$ cat config.mk
export PLATFORM = sky130hd
export DESIGN_NAME = marker_length_frame_parser
export DESIGN_NICKNAME = d
export VERILOG_FILES = /design/src/rtl/core/mlfp_pkg.sv /design/src/rtl/core/marker_length_frame_parser.sv
export SDC_FILE = /design/constraint.sdc
export NUM_CORES = 1
export LEC_CHECK = 0
export BUFFER_PORTS_ARGS = -buffer_cell sky130_fd_sc_hd__buf_2
export CAP_MARGIN = 20
export CORE_AREA = 2 2 116 118
export DETAILED_ROUTE_END_ITERATION = 16
export DIE_AREA = 0 0 118 120
export GPL_TIMING_DRIVEN = 1
export PLACE_DENSITY = 0.81
export SYNTH_ARGS = -nofsm -noshare
export SYNTH_HDL_FRONTEND = slang
export SYNTH_SLANG_ARGS = --single-unit
export TNS_END_PERCENT = 20
$ cat constraint.sdc
create_clock -name clk -period 4.7 [get_ports clk]
set_clock_uncertainty 0.2 [all_clocks]
set_input_delay 0.94 -clock clk [delete_from_list [all_inputs] [get_ports clk]]
set_output_delay 0.94 -clock clk [all_outputs]
set_load 0.01 [all_outputs]
$ cat src/rtl/core/mlfp_pkg.sv
// Shared types and constants for the marker/length frame parser.
// No dependencies; used by marker_length_frame_parser.
`timescale 1ns / 1ps
`default_nettype none

package mlfp_pkg;

    // Byte and length widths of the frame format.
    localparam int unsigned ByteWidth   = 8;
    localparam int unsigned LengthWidth = 16;

    // Configuration register indexes and the index port width.
    localparam int unsigned CfgIndexWidth = 1;
    localparam logic [CfgIndexWidth-1:0] CfgMarkerFirst  = 1'b0;
    localparam logic [CfgIndexWidth-1:0] CfgMarkerSecond = 1'b1;

    // Reset values of the start-of-frame marker bytes.
    localparam logic [ByteWidth-1:0] MarkerFirstReset  = 8'h5A;
    localparam logic [ByteWidth-1:0] MarkerSecondReset = 8'h9E;

    // Parser phase, one per byte position in the frame header, plus the payload phase.
    typedef enum logic [3:0] {
        PH_MARK1   = 4'd0,
        PH_MARK2   = 4'd1,
        PH_CSUM    = 4'd2,
        PH_FLAG    = 4'd3,
        PH_TYPE    = 4'd4,
        PH_CMD     = 4'd5,
        PH_LENHI   = 4'd6,
        PH_LENLO   = 4'd7,
        PH_PAYLOAD = 4'd8
    } parse_phase_t;

    // One result transaction, as held in the output register.
    typedef struct packed {
        logic [ByteWidth-1:0]   data_byte;
        logic                   has_data;
        logic                   end_of_frame;
        logic [ByteWidth-1:0]   hdr_checksum;
        logic [ByteWidth-1:0]   hdr_flag;
        logic [ByteWidth-1:0]   hdr_type;
        logic [ByteWidth-1:0]   hdr_command;
        logic [LengthWidth-1:0] frame_length;
    } result_t;

endpackage

`default_nettype wire

$ cat src/rtl/core/marker_length_frame_parser.sv
// Top level of the marker/length frame parser: header state machine and output register.
// Depends on mlfp_pkg for the phase type, result struct and constants.
`timescale 1ns / 1ps
`default_nettype none

//  Channel   Direction  Handshake             Contents
//  in        to block   in_valid / in_stall   rx_byte
//  out       from block out_valid / out_stall data_byte, flags, header fields, frame_length
//  cfg       to block   cfg_valid / cfg_ready cfg_index, cfg_data
//
//  Every received byte moves the phase register and, for a payload byte or an
//  empty frame, loads the output register in the same edge.
//  A result appears in the cycle after its byte is accepted.
//  in_stall rises only while the output register holds a result that is stalled.
//  Reset is asynchronous and returns the markers to 0x5A / 0x9E and the parser
//  to hunting for the first marker byte.

module marker_length_frame_parser
(
    input  wire logic                                clk,
    input  wire logic                                rst_n,
    // Input byte channel.
    input  wire logic                                in_valid,
    output logic                                     in_stall,
    input  wire logic [mlfp_pkg::ByteWidth-1:0]      rx_byte,
    // Result channel.
    output logic                                     out_valid,
    input  wire logic                                out_stall,
    output logic [mlfp_pkg::ByteWidth-1:0]           data_byte,
    output logic                                     has_data,
    output logic                                     end_of_frame,
    output logic [mlfp_pkg::ByteWidth-1:0]           hdr_checksum,
    output logic [mlfp_pkg::ByteWidth-1:0]           hdr_flag,
    output logic [mlfp_pkg::ByteWidth-1:0]           hdr_type,
    output logic [mlfp_pkg::ByteWidth-1:0]           hdr_command,
    output logic [mlfp_pkg::LengthWidth-1:0]         frame_length,
    // Configuration write channel.
    input  wire logic                                cfg_valid,
    output logic                                     cfg_ready,
    input  wire logic [mlfp_pkg::CfgIndexWidth-1:0]  cfg_index,
    input  wire logic [mlfp_pkg::ByteWidth-1:0]      cfg_data
);

    localparam int unsigned BW = mlfp_pkg::ByteWidth;
    localparam int unsigned LW = mlfp_pkg::LengthWidth;

    // Configuration registers.
    logic [BW-1:0] marker_first_reg;
    logic [BW-1:0] marker_second_reg;

    // Parser state.
    mlfp_pkg::parse_phase_t phase_reg, phase_next;
    logic [BW-1:0] checksum_reg, checksum_next;
    logic [BW-1:0] flag_reg, flag_next;
    logic [BW-1:0] type_reg, type_next;
    logic [BW-1:0] command_reg, command_next;
    logic [LW-1:0] length_reg, length_next;
    logic [LW-1:0] count_reg, count_next;

    // Output register.
    logic               out_valid_reg;
    mlfp_pkg::result_t  result_reg;
    mlfp_pkg::result_t  result_next;
    logic               emit;

    logic          in_accept;
    logic          out_accept;
    logic [LW:0]   count_inc;
    logic          last_byte;
    logic [LW-1:0] length_full;

    assign cfg_ready  = 1'b1;
    assign in_stall   = out_valid_reg && out_stall;
    assign in_accept  = in_valid && !in_stall;
    assign out_accept = out_valid_reg && !out_stall;

    assign count_inc   = {1'b0, count_reg} + {{LW{1'b0}}, 1'b1};
    assign last_byte   = (count_inc >= {1'b0, length_reg});
    assign length_full = {length_reg[LW-1:BW], rx_byte};

    // Configuration writes; indexes outside the list are ignored.
    always_ff @(posedge clk or negedge rst_n)
    begin
        if (!rst_n)
        begin
            marker_first_reg  <= mlfp_pkg::MarkerFirstReset;
            marker_second_reg <= mlfp_pkg::MarkerSecondReset;
        end
        else if (cfg_valid && cfg_ready)
        begin
            case (cfg_index)
                mlfp_pkg::CfgMarkerFirst:  marker_first_reg  <= cfg_data;
                mlfp_pkg::CfgMarkerSecond: marker_second_reg <= cfg_data;
                default: ;
            endcase
        end
    end

    // Next state and result for the byte on rx_byte.
    always_comb
    begin
        phase_next    = phase_reg;
        checksum_next = checksum_reg;
        flag_next     = flag_reg;
        type_next     = type_reg;
        command_next  = command_reg;
        length_next   = length_reg;
        count_next    = count_reg;
        emit          = 1'b0;

        result_next.data_byte    = '0;
        result_next.has_data     = 1'b0;
        result_next.end_of_frame = 1'b0;
        result_next.hdr_checksum = checksum_reg;
        result_next.hdr_flag     = flag_reg;
        result_next.hdr_type     = type_reg;
        result_next.hdr_command  = command_reg;
        result_next.frame_length = length_reg;

        case (phase_reg)
            mlfp_pkg::PH_MARK2:
            begin
                // A second match to the first marker keeps waiting.
                if (rx_byte == marker_second_reg)
                    phase_next = mlfp_pkg::PH_CSUM;
                else if (rx_byte != marker_first_reg)
                    phase_next = mlfp_pkg::PH_MARK1;
            end
            mlfp_pkg::PH_CSUM:
            begin
                checksum_next = rx_byte;
                phase_next    = mlfp_pkg::PH_FLAG;
            end
            mlfp_pkg::PH_FLAG:
            begin
                flag_next  = rx_byte;
                phase_next = mlfp_pkg::PH_TYPE;
            end
            mlfp_pkg::PH_TYPE:
            begin
                type_next  = rx_byte;
                phase_next = mlfp_pkg::PH_CMD;
            end
            mlfp_pkg::PH_CMD:
            begin
                command_next = rx_byte;
                phase_next   = mlfp_pkg::PH_LENHI;
            end
            mlfp_pkg::PH_LENHI:
            begin
                length_next = {rx_byte, {BW{1'b0}}};
                phase_next  = mlfp_pkg::PH_LENLO;
            end
            mlfp_pkg::PH_LENLO:
            begin
                length_next = length_full;
                count_next  = '0;
                if (length_full != '0)
                begin
                    phase_next = mlfp_pkg::PH_PAYLOAD;
                end
                else
                begin
                    // Empty frame: one notice without data, then back to hunting.
                    emit                     = 1'b1;
                    result_next.end_of_frame = 1'b1;
                    result_next.frame_length = '0;
                    phase_next               = mlfp_pkg::PH_MARK1;
                end
            end
            mlfp_pkg::PH_PAYLOAD:
            begin
                emit                     = 1'b1;
                result_next.data_byte    = rx_byte;
                result_next.has_data     = 1'b1;
                result_next.end_of_frame = last_byte;
                if (last_byte)
                    phase_next = mlfp_pkg::PH_MARK1;
                else
                    count_next = count_inc[LW-1:0];
            end
            default:
            begin
                // Hunting: everything but the first marker byte is dropped.
                if (rx_byte == marker_first_reg)
                    phase_next = mlfp_pkg::PH_MARK2;
                else
                    phase_next = mlfp_pkg::PH_MARK1;
            end
        endcase

        // Returning to hunting always clears the header state.
        if (phase_next == mlfp_pkg::PH_MARK1)
        begin
            checksum_next = '0;
            flag_next     = '0;
            type_next     = '0;
            command_next  = '0;
            length_next   = '0;
            count_next    = '0;
        end
    end

    // Parser state registers, updated once per accepted byte.
    always_ff @(posedge clk or negedge rst_n)
    begin
        if (!rst_n)
        begin
            phase_reg    <= mlfp_pkg::PH_MARK1;
            checksum_reg <= '0;
            flag_reg     <= '0;
            type_reg     <= '0;
            command_reg  <= '0;
            length_reg   <= '0;
            count_reg    <= '0;
        end
        else if (in_accept)
        begin
            phase_reg    <= phase_next;
            checksum_reg <= checksum_next;
            flag_reg     <= flag_next;
            type_reg     <= type_next;
            command_reg  <= command_next;
            length_reg   <= length_next;
            count_reg    <= count_next;
        end
    end

    // Output register: loads on a producing byte, empties when taken.
    always_ff @(posedge clk or negedge rst_n)
    begin
        if (!rst_n)
        begin
            out_valid_reg <= 1'b0;
        end
        else if (in_accept)
        begin
            out_valid_reg <= emit;
        end
        else if (out_accept)
        begin
            out_valid_reg <= 1'b0;
        end
    end

    always_ff @(posedge clk)
    begin
        if (in_accept && emit)
            result_reg <= result_next;
    end

    assign out_valid    = out_valid_reg;
    assign data_byte    = result_reg.data_byte;
    assign has_data     = result_reg.has_data;
    assign end_of_frame = result_reg.end_of_frame;
    assign hdr_checksum = result_reg.hdr_checksum;
    assign hdr_flag     = result_reg.hdr_flag;
    assign hdr_type     = result_reg.hdr_type;
    assign hdr_command  = result_reg.hdr_command;
    assign frame_length = result_reg.frame_length;

`ifndef NO_ASSERTIONS
    // An empty-frame notice always closes its frame.
    assert property (@(posedge clk) disable iff (!rst_n)
        out_valid_reg && !result_reg.has_data |-> result_reg.end_of_frame)
        else $error("empty-frame result without end_of_frame");

    // A payload byte accepted always yields a result in the next cycle.
    assert property (@(posedge clk) disable iff (!rst_n)
        in_accept && (phase_reg == mlfp_pkg::PH_PAYLOAD) |=> out_valid_reg)
        else $error("payload byte produced no result");

    // The input side is held back only by a waiting result.
    assert property (@(posedge clk) disable iff (!rst_n)
        in_stall |-> out_valid_reg)
        else $error("input stalled with empty output register");

    // While streaming payload, the byte count stays below the declared length.
    assert property (@(posedge clk) disable iff (!rst_n)
        (phase_reg == mlfp_pkg::PH_PAYLOAD) |-> (count_reg < length_reg))
        else $error("payload count reached frame length");
`endif

endmodule

`default_nettype wire
==> impl.org, run 1 <==
** Run status
- Status :: finished clean

** Clock tree
- In this run the deepest clock path goes through 2 buffers.
- Clock latency on the worst-skew pair, taken at its later pin, is 0.42 ns.
- Clk root buf :: sky130_fd_sc_hd__clkbuf_16
- Counting every sink on the clock net gives 143.
- Post-CTS Setup Bufs :: 0
- The H-tree generated during clock tree synthesis spans 4 levels.
- The number of clock buffers added by TritonCTS is 17.
- For this design, the CTS-stage hold fixing added 0 buffers.
- CTS tree :: yes
- Post-CTS clock slew at the launch and capture registers of the worst setup and hold paths :: 0.06 ns
- Gates resized during post-CTS repair numbered 0.

** Setup path
- The number of cells on the worst reg-to-reg path is 13.
- Top fanout value on the critical path :: 14
- Arrival @ worst endpoint :: 4.40 ns
- Setup slack on the worst reg-to-reg path comes out at 0.43 ns.
- Crit. path cell count :: 13
- The worst register-to-register path ends at length_reg[1].
- Critical path type :: flip-flop to flip-flop
- CP bufs+invs :: 0
- The worst setup path is launched from a flip-flop.
- The slowest stage of the critical path belongs to the cell sky130_fd_sc_hd__o21ai_2.
- Cell breakdown of the critical path :: ha_1 > nand4_1 > nor2_1 > nand3_1 > nor2_1 > xnor2_1 > ha_1 > a21o_1 > a221oi_1 > nand4_1 > o21ai_2 > o21ai_0 > o22ai_1
- At the worst endpoint, the required time is 4.83 ns.
- Critical path's largest stage delay :: roughly 0.64 ns
- Origin of the critical flop-to-flop path :: count_reg[0]
- Type of element capturing the critical path :: flip-flop
- Crit-path leading delay family :: compound AO/OA/AOI/OAI gates

** Place
- After detailed placement, the total cell area comes to 7069 sq um.
- At the placement stage, the worst setup path has a slack of 0.5518 ns.
- In this run the tool buffered the top-level ports with 81 buffer cells.
- The congestion estimate from routability-driven global placement came to 0.8441.
- Total half-perimeter wirelength after legalization and detailed placement :: 9.146 mm

** Logic synthesis
- The cell area that synthesis handed to floorplanning was around 6600 sq um.
- Synthesized instance count :: 542
- Yosys warning total :: 0
- Main synth FF type :: sky130_fd_sc_hd__dfrtp_1
- Number of synthesized flops with an enable pin :: 58
- In this run, synthesis produced a sequential element count of 143.
- Share of synthesized registers carrying an async set or reset :: about three fifths
- Syn avg cell area :: 12.17 sq um
- The number of nets in the synthesized netlist is 581.
- After synthesis, flip-flops and latches occupy between 50% and 60% of the total area.
- Yosys cell types :: 50

** Global routing
- The first global-routing pass estimated 21.85 mm of wire.
- Final global-route overflow total :: 0
- The via count of the first global-routing pass was 4371.
- Largest net degree at the start of global routing :: 86
- Global routing used roughly a fifth of the available tracks.
- Antenna violations before repair :: 0

** Floorplan
- Area enclosed by the die boundary :: 14160 sq um
- Num ports :: 83
- DIE HEIGHT :: 120 um
- The floorplan step set the die width to 118 um.
- The initial utilization of the core area, before any placement, comes to 50.83%.
- Standard-cell rows :: 42
- In this run the standard cell core region covers 12980 sq um.

** Routing
- For this run, the detailed router's first-pass iteration total came to 5.
- Vias per cell :: 5.410
- Final antenna-violating net count :: 0
- In this run, the number of DRC markers left after iteration 0 of detailed routing was between 200 and 300.
- The final route contains roughly 4300 vias.
- DRC Markers :: 0
- Average detailed-routed wire length per instance :: between 15 and 20 um
- Routed WL :: between 10 and 15 mm

** Final layout
- Final Util :: roughly three fifths
- Post-route cell area :: 7659 sq um
- The number of antenna diodes in the final layout is 0.
- The net count of the finished layout is 645.
- Cells with a size suffix above 1 make up 25.36% of the layout.
- Compared with the post-synthesis result, the final layout area differs by 16.08%.
- Fill cells :: 1015
- Registers take ~3900 sq um.
- Multi-input combinational cell area :: around 2400 sq um

** Flow run
- Count of maximum capacitance violations :: 0

** Pwr
- LEAKAGE :: 3.336 nW
- Power per cell area :: 456.0 nW/um^2
- IR analysis of the VDD net gives a maximum drop of 0.2678 mV.

** Timing
- Fin crit share :: 90.90%
- Fin. max-slew vios :: 0
- Setup repair after global routing missed its margin :: no
- Fmax :: 234.1 MHz
- Slew Limit Headroom :: 50.52%
- The hold violation total from the final report is 0.
- At the pin with the least slew margin, the transition time is about 0.74 ns.
- Setup violations remaining at the end of the flow were counted as 0.
- Setup slack closes at around 0.43 ns.
- After routing, the total negative slack on setup checks comes to 0 ns.
- The worst path needs 4.272 ns of the cycle, external delays included.

** Min path
- Class of the most critical hold timing path :: flip-flop to flip-flop
- HP Start :: command_reg[5]
- Hold Path Cell Cnt :: 0
- For hold timing, the worst endpoint is hdr_command[5].
-- metrics by stage --
step / cells / power, mW / hold WS, ns
after floorplan: 542 / 2.101 / 0.2249
after CTS: 794 / 3.502 / 0.2486
after global routing: 795 / 3.644 / 0.2639
after global placement: 762 / 2.207 / 0.2360
after detailed placement: 762 / 2.238 / 0.2347
final: 795 / 3.492 / 0.2502
-- cells by family after synthesis --
group,count (synthesis),share of synthesized area [%]
flip-flops,143,58.81
AND/OR/NAND/NOR,132,10.64
AO/OA/AOI/OAI,83,9.539
buffers and inverters,83,5.405
multiplexers,51,8.079
XOR/XNOR,32,4.248
adder cells (fa/ha/maj),17,3.224
other,1,0.05684
-- where the power goes --
group | internal [mW] | switching [mW] | total (mW)
Clock | 0.698 | 0.566 | 1.26
Sequential | 1.43 | 0.0929 | 1.52
Combinational | 0.274 | 0.432 | 0.706
Total | 2.40 | 1.09 | 3.49
-- layout make-up --
cell class | count | area share [%]
Clock buffer | 17 | 5.555
Timing Repair Buffer | 84 | 6.045
Inverter | 44 | 2.157
Clock inverter | 15 | 1.781
Tap cell | 176 | 2.875
Multi-Input combinational cell | 316 | 30.93
Sequential cell | 143 | 50.66
-- Yosys cell counts, types with 11 or more instances --
| master | instances | area (sq um) |
|---|---|---|
| sky130_fd_sc_hd__ha_1 | 17 | 212.7 |
| sky130_fd_sc_hd__dfrtp_1 | 76 | 1902 |
| sky130_fd_sc_hd__mux2_2 | 18 | 202.7 |
| sky130_fd_sc_hd__edfxtp_1 | 58 | 1742 |
| sky130_fd_sc_hd__mux2i_1 | 33 | 330.3 |
| sky130_fd_sc_hd__nand2_1 | 30 | 112.6 |
| sky130_fd_sc_hd__nand3_1 | 16 | 80.08 |
| sky130_fd_sc_hd__clkbuf_1 | 22 | 82.58 |
| sky130_fd_sc_hd__nand4_1 | 11 | 68.82 |
| sky130_fd_sc_hd__xor2_1 | 15 | 131.4 |
| sky130_fd_sc_hd__nor2_1 | 29 | 108.9 |
| sky130_fd_sc_hd__xnor2_1 | 17 | 148.9 |
| sky130_fd_sc_hd__o21ai_0 | 23 | 115.1 |
| sky130_fd_sc_hd__inv_1 | 44 | 165.2 |
| sky130_fd_sc_hd__a21o_1 | 13 | 97.59 |
-- layout by cell type, fill, tap and decap left out, types with 11 or more instances in the layout --
master	count
sky130_fd_sc_hd__mux2i_1	33
sky130_fd_sc_hd__nand2_1	30
sky130_fd_sc_hd__clkbuf_16	17
sky130_fd_sc_hd__nand4_1	11
sky130_fd_sc_hd__xor2_1	15
sky130_fd_sc_hd__dfrtp_1	76
sky130_fd_sc_hd__o21ai_0	23
sky130_fd_sc_hd__a21o_1	13
sky130_fd_sc_hd__mux2_2	18
sky130_fd_sc_hd__nand3_1	16
sky130_fd_sc_hd__inv_1	44
sky130_fd_sc_hd__buf_2	80
sky130_fd_sc_hd__xnor2_1	17
sky130_fd_sc_hd__nor2_1	28
sky130_fd_sc_hd__ha_1	17
sky130_fd_sc_hd__edfxtp_1	58
-- worst max-delay path by stage --
stage                      start            end  slack (ns)
floorplan             rx_byte[2]   data_byte[0]        0.61
global placement    count_reg[0]  length_reg[2]        0.73
detailed placement  count_reg[0]  length_reg[1]        0.55
CTS                 count_reg[0]  length_reg[1]        0.50
global route        count_reg[0]    type_reg[2]        0.12
finish              count_reg[0]  length_reg[1]        0.43
-- layer usage --
metal / share of wire [%] / vias up / global-route usage, %
li1: - / 2037 / -
met1: 42 / 2092 / 24.10
met2: 51 / 155 / 34.45
met3: 5.8 / 17 / 4.943
met4: 1.5 / 0 / 7.605
met5: 0 / - / 0
(Power assumes the default switching activity.)
==> inputs of run 2 (changes only) <==
- CELL_PAD_IN_SITES_DETAIL_PLACEMENT: unset -> 1
- CELL_PAD_IN_SITES_GLOBAL_PLACEMENT: unset -> 1
- CORE_AREA: 2 2 116 118 -> 2 2 122 124
- DIE_AREA: 0 0 118 120 -> 0 0 124 126
- PLACE_DENSITY: 0.81 -> 0.85
- SLEW_MARGIN: unset -> 10
- clock period: 4.7 -> 4.49 ns (I/O delays scaled with it)
==> run 2 against run 1 <==
Compared with the run above:
- global-route usage rose by 4.5 points
- clock power is 23% higher
- first-iteration DRC count shrank 7.7%
- sequential share of layout area decreased by 0.73 points
- hold slack lost 0.076 ns
- critical path type unchanged
- largest cell class unchanged
- highest routed layer unchanged
==> impl.org, run 2 (synthesis gave the netlist of run 1 again) <==
** Floorplan
- DIE WIDTH :: ~120 um
- Num ports :: 83
- The core region is 14310 sq um.
- Once the floorplan was initialized, standard cells occupied a little under half of the core.
- In this run the core area contains 44 standard-cell rows.
- The floorplan step defined a die boundary enclosing roughly 16000 sq um.
- DIE HEIGHT :: 126 um

** Place
- DP Cell Count :: 772
- Count of buffers inserted at the top-level ports :: 81
- Routability congestion estimate from global placement :: approximately 0.86
- Once detailed placement completed, the half-perimeter wirelength came to 11.37 mm.

** Routing
- Starting DRC count in detailed routing :: 264
- The detailed router placed 4520 vias in this run.
- The first detailed-routing pass ran for 4 iterations.
- DRC Markers :: 0
- For this block, the routed nets add up to 17.55 mm of wire.
- Dividing the detail-routed via count by the number of cells gives between 5 and 6.
- Dividing the detail-routed wire length by the instance count gives 21.81 um.
- Final antenna-violating net count :: 0

** Setup path
- For the worst setup path, the data arrival time is 4.31 ns.
- Critical path's slowest cell :: sky130_fd_sc_hd__a221oi_1
- The worst register-to-register path has a setup slack of 0.31 ns.
- The signal on the critical path passes through ha_1 > nand4_1 > nor2_2 > nand3_1 > nor2_1 > xnor2_1 > ha_1 > a21o_1 > a221oi_1 > nand4_1 > o21ai_2 > buf_4 > o21ai_0 > mux2i_1.
- Top fanout value on the critical path :: 14
- Data on the critical path is required at its endpoint by 4.62 ns.
- Type of element capturing the critical path :: flip-flop
- Origin of the critical flop-to-flop path :: count_reg[0]
- The worst setup path is launched from a flip-flop.
- Counting both buffers and inverters, the worst setup path holds a total of 1.
- Reg2reg path depth :: 14
- Reg2Reg Capture Point :: command_reg[2]
- Critical path type :: flip-flop to flip-flop
- On the critical path the largest part of the delay comes from compound AO/OA/AOI/OAI gates.
- Critical path's largest stage delay :: 0.48 ns

** Pwr
- Net switching power :: between 1 and 1.5 mW
- Share of total power consumed by net switching :: 30.21%
- Worst vdd rail ir drop :: 0.3493 mV
- Clock network fraction of design power :: between 30 and 40%
- Of the total power, registers draw between 40% and 50%.
- Internal power component :: between 2 and 3 mW
- Combinational cells account for 20.6% of the total power.
- The analysis attributes to cell leakage a power of 3.390 nW.
- Power per cell area :: 512.2 nW/um^2

** Timing
- Fmax :: 239.1 MHz
- Slew Limit Headroom :: 50.28%
- The hold violation total from the final report was 0.
- Setup-failing EPs final :: 0
- Final-layout setup total negative slack :: 0 ns
- The final number of max-transition violations came to 0.
- Setup repair after global routing missed its margin :: no
- Fin crit share :: 93.15%
- For the pin with the worst max-slew slack, the measured transition is 0.7443 ns.
- The routed design could run at a clock period as short as 4.182 ns.

** Clock tree
- The later pin in the worst-skew pair is clocked with a latency of about 0.43 ns.
- Gates resized during post-CTS repair numbered 0.
- Counting the buffers created by CTS gives 17.
- CTS tree :: yes
- The cell sitting at the root of the clock tree is a sky130_fd_sc_hd__clkbuf_16.
- Post-CTS Setup Bufs :: 0
- Maximum buffer depth of the clock tree :: 2
- Post-CTS clock slew at the launch and capture registers of the worst setup and hold paths :: 0.06 ns
- For this design, the sink count on the clock tree is about 140.
- Max H-tree Level :: 4
- Count of hold buffers inserted by post-cts repair :: 0

** Global routing
- Global-route wire length before repair :: about 28 mm
- Summed over all layers, the global routing overflow is 0.
- The number of antenna violations at the first check in global routing was 0.
- Entering global routing, the biggest net connects 86 pins.
- GRT Total Usage :: about a quarter
- Via count of the first global-routing pass :: around 5000

** Final layout
- Commonest cells after routing, fill and taps aside :: sky130_fd_sc_hd__buf_2 (80), sky130_fd_sc_hd__dfrtp_1 (76), sky130_fd_sc_hd__edfxtp_1 (58), sky130_fd_sc_hd__inv_1 (44), sky130_fd_sc_hd__mux2i_1 (33)
- Fill cells in the final layout number 1509.
- Nets :: 647
- The number of antenna diodes in the final layout is 0.
- Multi-input combinational cell area :: 2376 sq um
- The finished layout holds ~810 standard cells, fillers aside.
- Area taken by flip-flops and latches :: 3880 sq um
- Share of final-layout standard cells stronger than drive strength 1 :: 25.76%
- Most common library cell in the layout ignoring fill and taps :: sky130_fd_sc_hd__buf_2
- Layout Area Growth over Synthesis :: 17.79%

** Run status
- Status :: finished clean

** Min path
- In this run the worst hold path is classified as input port to asynchronous set/reset pin.

** Flow run
- Count of maximum capacitance violations :: 0
## run 2: changes by cell type in the layout (fill, tap and decap cells not counted), sizes merged
cell / before / now
inv: 54 / 47
bufinv: 0 / 5
clkinv: 3 / 6
buf: 84 / 86
clkinvlp: 2 / 0
clkbuf: 17 / 18
## run 2: metrics by stage
step | hold WS [ns] | total power [mW] | cell area, sq um | worst slack (ns) | util, %
finish | 0.1745 | 3.981 | 7771 | 0.3076 | 54.29
global route | 0.1843 | 4.136 | 7771 | 0.0008917 | 54.29
CTS | 0.2550 | 3.994 | 7736 | 0.1961 | 54.05
detailed placement | 0.2403 | 2.401 | 7094 | 0.4409 | 49.56
global placement | 0.2315 | 2.327 | 7094 | 0.6295 | 49.56
floorplan | 0.2249 | 2.200 | 6600 | 0.4416 | -
## run 2: area by class of cell
type | count | share of cell area [%]
tap | 184 | 2.962
clock inverter | 14 | 2.737
multi-input combinational | 316 | 30.57
sequential | 143 | 49.93
inverter | 44 | 2.125
timing repair buffer | 86 | 6.150
clock buffer | 18 | 5.522
## run 2: how the worst max path moves through the flow
stage / from / endpoint / slack [ns] / depth (start not counted)
detailed placement: count_reg[0] / count_reg[0] / 0.44 / 13
CTS: count_reg[0] / length_reg[13] / 0.20 / 13
global route: count_reg[0] / command_reg[2] / 0.0009 / 14
finish: count_reg[0] / command_reg[2] / 0.31 / 14
global placement: count_reg[0] / count_reg[0] / 0.63 / 13
floorplan: rx_byte[2] / data_byte[0] / 0.44 / 6
## run 2: power groups by stage
stage / clock network, mW / logic [mW] / registers (mW)
2_1_floorplan: 0 / 0.637 / 1.56
3_3_place_gp: 0 / 0.716 / 1.61
3_5_place_dp: 0 / 0.776 / 1.62
4_1_cts: 1.57 / 0.817 / 1.61
5_1_grt: 1.63 / 0.890 / 1.62
6_report: 1.55 / 0.820 / 1.61
## run 2: metal layers
metal	track usage (%)	vias to the layer above	part of all wire (%)
li1	-	2033	-
met3	5.752	40	4.1
met5	0	-	0
met1	29.08	2327	40
met4	10.58	0	3.0
met2	41.73	120	53
==> inputs of run 3 (changes only) <==
- ABC_AREA: unset -> 1
- CORE_AREA: 2 2 122 124 -> 2 2 126 128
- DIE_AREA: 0 0 124 126 -> 0 0 128 130
- PLACE_DENSITY: 0.85 -> 0.83
==> run 3 against run 2 <==
Compared with the run above:
- non-clock buffer count shrank 1
- final area shrank 0.85%
- first-iteration DRC count shrank 21%
- wire length shrank 2.3%
- hold slack gained 0.061 ns
- register-to-register slack gained 0.24 ns
- global-route usage shrank 2.5 points
- critical endpoint is now command_reg[1]
- highest routed layer unchanged
==> impl.org, run 3 <==
** Clock tree
- CTS saw 143 sinks.
- Clock latency on the worst-skew pair, taken at its later pin, is 0.43 ns.
- After clock tree synthesis, the clock-pin slew on the worst setup and hold paths is 0.07 ns.
- Buffers inserted to repair hold after CTS numbered 0.
- TritonCTS built the clock tree.
- Clock buffer count from CTS :: 17
- Max H-tree Level :: 4
- In this run the deepest clock path goes through 2 buffers.
- CTS placed an instance of sky130_fd_sc_hd__clkbuf_16 at the clock tree root.

** Timing
- Final-layout setup total negative slack :: 0 ns
- Worst-margin pin slew :: 0.5985 ns
- The routed design could run at a clock period as short as 3.937 ns.
- The hold violation total from the final report was 0.
- Of the available clock period, the critical path in the final layout requires 87.69%.
- The final number of max-transition violations is 0.
- Setup-failing EPs final :: 0
- Slew Limit Headroom :: ~60%
- Setup repair after global routing missed its margin :: no
- Based on the critical path, the design can be clocked at up to 254.0 MHz.

** Final layout
- Commonest cells after routing, fill and taps aside :: sky130_fd_sc_hd__nand2_1 (207), sky130_fd_sc_hd__inv_1 (90), sky130_fd_sc_hd__buf_2 (80), sky130_fd_sc_hd__dfrtp_1 (76), sky130_fd_sc_hd__edfxtp_1 (58)
- Fill cells in the final layout number 1787.
- The library cell used most frequently in the layout, excluding fill and tap cells, is sky130_fd_sc_hd__nand2_1.
- Share of final-layout standard cells stronger than drive strength 1 :: 20.48%
- The repair_antennas step left the layout with diodes totalling 0.
- From synthesis to final layout, the design area changed by 17.52%.
- Area taken by flip-flops and latches :: 3880 sq um
- Nets :: 812
- Excluding fillers, the count of instances in the completed layout stands at 978.
- Summing all multi-input logic gate instances after layout gives 2182 sq um.

** Setup path
- CP startpoint kind :: flip-flop
- The critical path is of the flip-flop to flip-flop type.
- Critical path's slowest cell :: sky130_fd_sc_hd__dfrtp_1
- At the worst endpoint, the arrival time is 4.07 ns.
- Type of element capturing the critical path :: flip-flop
- The critical path goes through nand3_1 > nor2_1 > nand2_1 > nor3_1 > nand3_1 > nor2_1 > xor2_1 > inv_1 > ha_1 > nand2_1 > inv_1 > nand2_1 > nor2_1 > nand2_1 > nand3_1 > nand2_1 > nand3_2 > nor2_2 > nor2_1 > nand2_4 > nand2_1 > nand2_2 > o21ai_0.
- Critical path data required time :: between 4 and 5 ns
- Of all nets on the critical path, the largest fanout is 31.
- Critical path's largest stage delay :: 0.41 ns
- Most common cell type on the critical path :: sky130_fd_sc_hd__nand2_1

** Global routing
- Final global-route overflow total :: 0
- In the global route stage, met1 resource usage came out at 26.65%.
- For met3 alone, demand over resource in global routing was 4.961%.
- GRT Total Usage :: 21.90%
- The first global-routing pass estimated 27.83 mm of wire.
- The via count of the first global-routing pass is 5452.
- Largest net degree at the start of global routing :: 86
- Most utilized layer in the global route result :: met2
- GRT met2 Usage :: between 30% and 40%
- Antenna violations before repair :: 0

** Logic synthesis
- Number of synthesized flops with an enable pin :: 58
- The number of nets in the synthesized netlist is 737.
- Synthesized instance count :: between 600 and 700
- Post-synth design cell area :: 6556 sq um
- After synthesis, the largest area contributor takes up 29.01% of total cell area.
- Most frequent cell after synthesis :: sky130_fd_sc_hd__nand2_1
- Share of synthesized registers carrying an async set or reset :: 59.44%
- Number of flip-flops and latches in the synthesized netlist :: 143
- Syn avg cell area :: 9.393 sq um
- Part of the Yosys area used for sequential elements :: 59.18%
- Yosys warning total :: 0
- In the post-synthesis netlist, the biggest area contributors are sky130_fd_sc_hd__dfrtp_1 (29%), sky130_fd_sc_hd__edfxtp_1 (27%), sky130_fd_sc_hd__nand2_1 (12%).
- Of all cell types, the one taking the most synthesized area is sky130_fd_sc_hd__dfrtp_1.
- Synth cell count leaders :: sky130_fd_sc_hd__nand2_1 (210), sky130_fd_sc_hd__inv_1 (90), sky130_fd_sc_hd__dfrtp_1 (76)
- The netlist uses 32 different library cells.
- Main synth FF type :: sky130_fd_sc_hd__dfrtp_1

** Pwr
- IR analysis of the VDD net gives a maximum drop of slightly below 0.3 mV.
- LEAKAGE :: 3.684 nW
- Power per cell area :: 547.3 nW/um^2

** Routing
- Length of the first detailed-routing pass in iterations :: 5
- Starting DRC count in detailed routing :: 208
- DRC Markers :: 0
- For this block, the via count after detailed routing is 4997.
- Dividing the detail-routed wire length by the instance count gives 17.54 um.
- Routed WL :: between 15 and 20 mm
- After detailed routing, the number of vias per cell comes to 5.109.
- Once detail routing completed, the nets flagged for antenna violations numbered 0.

** Floorplan
- For this design the top-level I/O count stands at between 80 and 90.
- Standard-cell rows :: 46
- DIE WIDTH :: between 100 and 150 um
- Area of the placeable core :: 15420 sq um
- Once the floorplan was initialized, standard cells occupied between 40% and 50% of the core.
- The floorplan step set the die height to about 130 um.
- Area enclosed by the die boundary :: approximately 17000 sq um

** Place
- Routability congestion estimate from global placement :: about 0.84
- Count of buffers inserted at the top-level ports :: 81
- Total half-perimeter wirelength after legalization and detailed placement :: 12.11 mm
- DP Cell Count :: 945

** Run status
- Status :: finished clean

** Min path
- The tightest min-delay check is of the input port to asynchronous set/reset pin type.

** Flow run
- Max-cap violations in this run came to 0.
==> run 3: report_power, final <==
| group | switching (mW) | leakage (nW) | internal (mW) | total (mW) |
|---|---|---|---|---|
| combinational | 0.787 | 1.75 | 0.290 | 1.08 |
| clock | 0.634 | 0.291 | 0.793 | 1.43 |
| sequential | 0.135 | 1.64 | 1.58 | 1.71 |
| total | 1.55 | 3.68 | 2.66 | 4.22 |
==> run 3: kinds of logic (layout without fill, tap and decap cells) <==
kind of cell,after synthesis,in the layout,share of synthesized area (%)
fa+ha+maj,17,17,3.244
buf+inv,124,212,7.843
xor+xnor,23,23,3.073
compound gates,87,87,7.577
flops,143,143,59.18
other cells,1,1,0.05720
simple gates,303,303,19.03
==> run 3: layer usage <==
metal  up-vias  wire (um)
li1       2357          -
met1      2462       7135
met2       146       8783
met3        32        834
met4         0        401
met5         -          0
==> run 3: path summary, 6_finish.rpt <==
kind,startpoint,end,slack (ns),cells after the start
hold reg to reg,command_reg[7],hdr_command[7],0.25,0
max in group asynchronous,rst_n,marker_first_reg[1],3.20,2
hold / removal,rst_n,marker_first_reg[0],0.24,1
setup reg to reg,count_reg[2],command_reg[1],0.55,23
min in group clk,command_reg[7],hdr_command[7],0.25,0
setup / recovery,count_reg[2],command_reg[1],0.55,23
==> run 3: what timing repair did <==
| item | 4_1_cts | 5_1_grt |
|---|---|---|
| gates resized for setup | 0 | 6 |
| setup endpoints to repair | 0 | 34 |
| setup buffers | 0 | 0 |
==> run 3: cell type report <==
cell class	count	share of cell area, %
Clock inverter	15	2.111
Sequential cell	143	50.36
Timing Repair Buffer	85	5.943
Multi-Input combinational cell	431	28.32
Inverter	95	4.628
Clock buffer	17	5.521
Tap cell	192	3.118
==> run 3: worst max-delay path: cells and delay by family, from the launching register on <==
kind / cells / cell delay (ns)
adders and majority gates: 1 / 0.26
xor gates and xnor gates: 1 / 0.18
and+or+nand+nor: 18 / 2.34
buffers and inverters: 2 / 0.14
AOI/OAI and AO/OA: 1 / 0.26
DFF: 1 / 0.41
==> run 3: stage by stage <==
stage / total power [mW] / setup WS, ns / utilization [%] / area, sq um / hold WS, ns
after floorplan: 2.547 / 0.4799 / - / 6559 / 0.2253
after global placement: 2.692 / 0.6303 / 45.88 / 7077 / 0.2337
after detailed placement: 2.781 / 0.3276 / 45.88 / 7077 / 0.2417
after CTS: 4.228 / 0.2687 / 49.69 / 7665 / 0.2593
after global routing: 4.451 / 0.06470 / 49.95 / 7705 / 0.2625
final: 4.217 / 0.5526 / 49.95 / 7705 / 0.2358
